$ cat config.mk
export PLATFORM = sky130hd
export DESIGN_NAME = ohs_ctrl
export DESIGN_NICKNAME = d
export VERILOG_FILES = /design/src/rtl/core/ohs_pkg.sv /design/src/rtl/core/ohs_ctrl.sv
export SDC_FILE = /design/constraint.sdc
export NUM_CORES = 1
export LEC_CHECK = 0
export BUFFER_PORTS_ARGS = -buffer_cell sky130_fd_sc_hd__buf_4
export CAP_MARGIN = 20
export CORE_AREA = 2 2 39 41
export DETAILED_ROUTE_END_ITERATION = 8
export DIE_AREA = 0 0 41 43
export PLACE_DENSITY = 0.37
export SYNTH_ARGS = -nofsm -noshare
export SYNTH_HDL_FRONTEND = slang
export SYNTH_SLANG_ARGS = --single-unit
$ cat constraint.sdc
create_clock -name clk -period 2.15 [get_ports clk]
set_input_delay 0.43 -clock clk [delete_from_list [all_inputs] [get_ports clk]]
set_output_delay 0.43 -clock clk [all_outputs]
set_load 0.02 [all_outputs]
$ cat src/rtl/core/ohs_pkg.sv
// ----------------------------------------------------------------------------
// ohs_pkg: shared types and constants of the open-addressing hash set
// Request and status codes, field widths, hash constants and the command and
// status words between the controller and the datapath.
// ----------------------------------------------------------------------------
package ohs_pkg;

  // Default sizes of the store
  localparam int LOG2_CAPACITY_DEF = 10;
  localparam int KEY_WIDTH_DEF     = 32;

  // Fixed field widths of the ports
  localparam int IN_KEY_W = 32;
  localparam int REQ_W    = 2;
  localparam int STATUS_W = 2;
  localparam int COUNT_W  = 11;
  localparam int TB_W     = 4;

  // Size register: reset value and lower clamp
  localparam logic [TB_W-1:0] TB_RESET = 4'd10;
  localparam int              TB_MIN   = 3;

  // Hash constants
  localparam int HOME_MULT  = 73;
  localparam int PROBE_STEP = 5009;

  // Slot markers
  localparam int SLOT_EMPTY = 0;
  localparam int SLOT_TOMB  = 1;

  typedef enum logic [REQ_W-1:0] {
    REQ_ADD    = 2'd0,
    REQ_REMOVE = 2'd1,
    REQ_TEST   = 2'd2,
    REQ_NONE   = 2'd3
  } req_t;

  typedef enum logic [STATUS_W-1:0] {
    STAT_ABSENT   = 2'd0,
    STAT_DONE     = 2'd1,
    STAT_RESERVED = 2'd2,
    STAT_FULL     = 2'd3
  } status_t;

  // Controller to datapath
  typedef struct packed {
    logic load;       // take a request word
    logic probe;      // evaluate the slot read last cycle
    logic clr_start;  // load the size register and restart the clearing pass
    logic clr_run;    // write one empty slot of the clearing pass
  } ohs_cmd_t;

  // Datapath to controller
  typedef struct packed {
    logic imm;        // request resolves without a probe
    logic done;       // probe sequence ends this cycle
    logic clr_last;   // clearing pass is at the last slot
  } ohs_stat_t;

endpackage

$ cat src/rtl/core/ohs_ctrl.sv
// ----------------------------------------------------------------------------
// ohs_ctrl: request sequencer of the hash set
// Runs the clearing pass, takes request words and steps the probe sequence.
// ----------------------------------------------------------------------------
module ohs_ctrl (
  input  logic              clk,
  input  logic              rst_n,
  input  logic              start,
  input  logic              cfg_we,
  input  ohs_pkg::ohs_stat_t stat,
  output ohs_pkg::ohs_cmd_t  cmd,
  output logic              busy
);
  import ohs_pkg::*;

  typedef enum logic [2:0] {
    ST_CLEAR = 3'b001,
    ST_IDLE  = 3'b010,
    ST_PROBE = 3'b100
  } state_t;

  state_t state_r, state_nxt;

  // Next state and commands
  always_comb begin
    state_nxt     = state_r;
    cmd.load      = 1'b0;
    cmd.probe     = 1'b0;
    cmd.clr_start = 1'b0;
    cmd.clr_run   = 1'b0;
    case (state_r)
      ST_CLEAR: begin
        cmd.clr_run = 1'b1;
        if (cfg_we) begin
          cmd.clr_start = 1'b1;
        end else if (stat.clr_last) begin
          state_nxt = ST_IDLE;
        end
      end
      ST_IDLE: begin
        if (cfg_we) begin
          cmd.clr_start = 1'b1;
          state_nxt     = ST_CLEAR;
        end else if (start) begin
          cmd.load = 1'b1;
          if (!stat.imm) begin
            state_nxt = ST_PROBE;
          end
        end
      end
      ST_PROBE: begin
        cmd.probe = 1'b1;
        if (stat.done) begin
          state_nxt = ST_IDLE;
        end
      end
      default: begin
        state_nxt = ST_CLEAR;
      end
    endcase
  end

  // State register; reset starts the clearing pass
  always_ff @(posedge clk) begin
    if (!rst_n) begin
      state_r <= ST_CLEAR;
    end else begin
      state_r <= state_nxt;
    end
  end

  // Hold off requests while working and while a size write lands
  assign busy = (state_r != ST_IDLE) || cfg_we;

  // A probe sequence is never entered for a request that resolves at once
  a_no_probe_after_imm: assert property (@(posedge clk) disable iff (!rst_n)
    (cmd.load && stat.imm) |=> (state_r == ST_IDLE))
    else $error("probe entered for an immediate request");

  // The clearing pass is left only at its last slot
  a_clear_exit: assert property (@(posedge clk) disable iff (!rst_n)
    (state_r == ST_CLEAR && !cfg_we && !stat.clr_last) |=> (state_r == ST_CLEAR))
    else $error("clearing pass left early");

  // A request word is taken only from idle
  a_load_idle: assert property (@(posedge clk) disable iff (!rst_n)
    cmd.load |-> (state_r == ST_IDLE && !cfg_we))
    else $error("request word taken outside idle");

endmodule

======== Word level (Yosys, flattened, before mapping) ========
Cells that the tools add are included.
word-level totals
  register bits ........................... 3
  bits of input ports ..................... 7
  output and inout bits ................... 5
  word-level logic and storage cells ...... 27
cells by class
  equal/unequal tests ..................... 9
  mux-type cells .......................... 14
  reductions and logical operators ........ 3
operators by type and width
  cell                  number
  $mux W3               6
  $pmux W3 S3           1
  $mux W1               7
  $ne A2 B2 Y1 const B  3
  $ne A3 B3 Y1 const B  2
  $reduce_and A5 Y1     1
  $eq A3 B1 Y1 const B  1
  $eq A3 B2 Y1 const B  1
  $eq A3 B3 Y1 const B  1
  $ne A3 B2 Y1 const B  1
  $reduce_or A2 Y1      1
  $logic_or A1 B1 Y1    1

======== Logic depth before layout (Yosys ltp) ========
  depth after elaboration ................. 4
  depth in mapped cells ................... 5
  gate-level depth less buffers ........... 4

======== Worst setup path after synthesis ========
Ideal clock, no wire load.
  kind .................................... register to output
  start ................................... reg state_r[1]
  end ..................................... out cmd[1] (netlist name)
  arrival time ............................ 1050 ps
  required time ........................... 1720 ps
  slack ................................... 670 ps
  cell stages (with the launch flop) ...... 4
  path buffers ............................ 1
  path through ............................ dfxtp_1 -> buf_6 -> xnor2_1 -> nor3b_1
RTL lines
  element                 line            source
  start, declared         ohs_ctrl.sv:22  state_t state_r, state_nxt;
  start signal, assigned  ohs_ctrl.sv:68  state_r <= state_nxt;
  end, declared           ohs_ctrl.sv:11  output ohs_pkg::ohs_cmd_t cmd,

==> out/qor.txt <==
vias per cell -> 4.41
core area -> 1380 um^2
Clock Tree Root -> clkbuf_4
Finish-stage setup viols -> 0
crit path max fanout -> 10
die height -> 43 um
CP Class -> flop to output port
CTS Buffer Depth -> 2
top post-synthesis cells by area -> dfxtp_1 (27%), nor2b_1 (8.3%), nor3b_1 (6.7%)
overall routing resource usage -> 8.43%
Slew @ Worst Pin -> 0.334 ns
hold_sp -> rst_n
gr ovfl total -> 0
CTS Buf Count -> 3
share of the synthesized area in the top cell type -> 26.7%
ANT nets after route -> 0
CP required -> 1.72 ns
dpl hpwl -> 439 um
post-CTS setup buffer count -> 0
Hold Path Sink -> state_r[0]
r2r startpoint -> state_r[1]
Rel. slew slack -> 77.7%
Vias -> 247
CP Buf/Inv Count -> 1
crit path cell chain -> nor4b_2 > and2_1 > buf_4
flop2flop setup slack -> 0.83 ns
Worst-Skew Late Latency -> 0.23 ns
#FFs+latches synth -> 3
max reg flops -> 3
Final Cell Area -> 343 um^2
hold depth -> 2
first-pass GRT wire length -> 931 um
RSZ-0062 raised after global routing -> no
Clock Pin Slew Worst Setup and Hold Paths -> 0.04 ns
Area growth syn-to-layout -> 52.2%
DRC Markers -> 0
routed length per placed instance -> 10.3 um
worst slack at placement -> 0.549 ns
Final Hold Vio Count -> 0
die width -> 41 um
Buffers on Ports -> 11
Worst Setup End Kind -> output port
Starting Density -> 16.3%
crit-path leading delay family -> simple AND/OR/NAND/NOR gates
Layout Nets -> 48
cts-stage hold buffer count -> 0
share of cells above drive strength 1 -> 37.5%
drt initial violations -> 2
critical path's slowest cell -> dfxtp_1
post-layout min period -> 1.84 ns
crit path DAT -> 1.41 ns
pwr dens -> 594 nW/um^2
depth of the CTS H-tree -> 1
placer congestion estimate -> 0.769
warnings from Yosys -> 0
total negative slack -> 0 ns
post-cts sizing count -> 0
Post-Syn Area -> 225 um^2
First-pass DRT Iterations -> 4
period utilisation layout -> 85.6%
syn_area_per_cell -> 8.66 um^2
Worst Reg2Reg Path Length in Cells -> 3
placed inst area -> 317 um^2
reg2reg end -> state_r[1]
Synth cell types -> 19
biggest regs -> state_r (3)
Setup crit start kind -> flop
syn_nets -> 33
fin worst setup slack -> 0.309 ns
Worst Skew -> 0.000609 ns
initial antenna violation count -> 0
run status -> finished, final reports clean
IR drop worst, VDD -> 0.0000869 V
Filler cells -> 158
CP peak stage delay -> 0.51 ns
Biggest register -> state_r
P_leak -> 0.144 nW
Gate Count Post-Synth -> 26
pin count of the biggest net entering global routing -> 11
Tightest Hold Check Type -> primary input to flop
Die ar. -> 1760 um^2
io pins -> 12
final WL -> 576 um
vias in the first global route -> 261
clock net sink count -> 3
Max Freq -> 543 MHz
CTS tree -> built
sequential area share after synthesis -> 26.7%
Row Count -> 14
Final Max Slew Viols -> 0
Diodes inserted -> 0
number of max-cap violations -> 0
post-synth top area cell -> dfxtp_1
==> where the power goes <==
part / internal (mW) / switching [mW] / leakage [nW] / total, mW
clock: 0.0695 / 0.0278 / 0.0150 / 0.0973
sequential: 0.0589 / 0.00672 / 0.0245 / 0.0656
combinational: 0.0236 / 0.0171 / 0.105 / 0.0408
==> cells by family (layout without fill, tap and decap cells) <==
family	after synthesis	count (layout)	share of synthesized area, %
compound gates	6	6	18.3
simple gates	14	14	44.4
xor+xnor	1	1	3.89
flops	3	3	26.7
buf+inv	2	16	6.66
==> layer usage <==
| metal | routed length, um | GRT usage, % | share of wire (%) |
|---|---|---|---|
| met4 | 0 | 12.0 | 0 |
| met1 | 233 | 8.97 | 40 |
| met2 | 322 | 11.9 | 56 |
| met3 | 20 | 0 | 3.5 |
| met5 | 0 | 0 | 0 |
==> cell usage in the layout, fill, tap and decap left out <==
master,count
a21oi_1,1
and2_1,1
buf_4,11
clkbuf_1,1
clkbuf_4,3
dfxtp_1,3
inv_1,1
nand2b_1,1
nor2_1,3
nor2b_1,3
nor3b_1,2
nor4b_2,1
nor4bb_1,1
o21a_1,1
o21ai_0,1
o22ai_1,1
o311a_1,1
o31ai_1,1
or2b_1,1
or4b_1,1
xnor2_1,1
==> worst reg2reg max path: cells and delay by family, from the launching register on <==
| family | cells | cell delay [ns] |
|---|---|---|
| simple gates | 1 | 0.56 |
| flops | 1 | 0.40 |
| compound gates | 2 | 0.25 |
==> per-stage QoR <==
stage / total power, mW / utilization, % / std cells / hold WS, ns
after floorplan: 0.0908 / - / 26 / 0.501
after global placement: 0.107 / 22.9 / 52 / 0.571
after detailed placement: 0.108 / 22.9 / 52 / 0.560
after CTS: 0.210 / 24.8 / 56 / 0.391
after global routing: 0.215 / 24.8 / 56 / 0.409
final: 0.204 / 24.8 / 56 / 0.403
==> worst max-delay path by stage <==
stage | start | to | slack [ns] | cells past startpoint
floorplan | state_r[1] | cmd[1] | 0.67 | 3
global placement | cfg_we | cmd[3] | 0.52 | 4
detailed placement | cfg_we | cmd[3] | 0.55 | 4
CTS | state_r[1] | cmd[3] | 0.31 | 3
global route | state_r[1] | cmd[3] | 0.24 | 3
finish | state_r[1] | cmd[3] | 0.31 | 3
==> final cells by class <==
| cell class | count | area, um^2 | area share (%) |
|---|---|---|---|
| Tap cell | 16 | 20.0 | 5.84 |
| Inverter | 1 | 3.75 | 1.09 |
| Sequential cell | 3 | 60.1 | 17.5 |
| Clock buffer | 4 | 26.3 | 7.66 |
| Multi-Input combinational cell | 21 | 150 | 43.8 |
| Timing Repair Buffer | 11 | 82.6 | 24.1 |
==> synthesized netlist by cell type (all sizes together) <==
| library cell | number |
|---|---|
| o31ai | 1 |
| nor4bb | 1 |
| buf | 1 |
| or4b | 1 |
| o311a | 1 |
| nor4b | 1 |
| o21a | 1 |
| dfxtp | 3 |
| a21oi | 1 |
| xnor2 | 1 |
| nor2b | 3 |
| inv | 1 |
| nand2b | 1 |
| and2 | 1 |
| nor2 | 3 |
| o22ai | 1 |
| or2b | 1 |
| o21ai | 1 |
| nor3b | 2 |
Power figures use the tool's default switching activity.
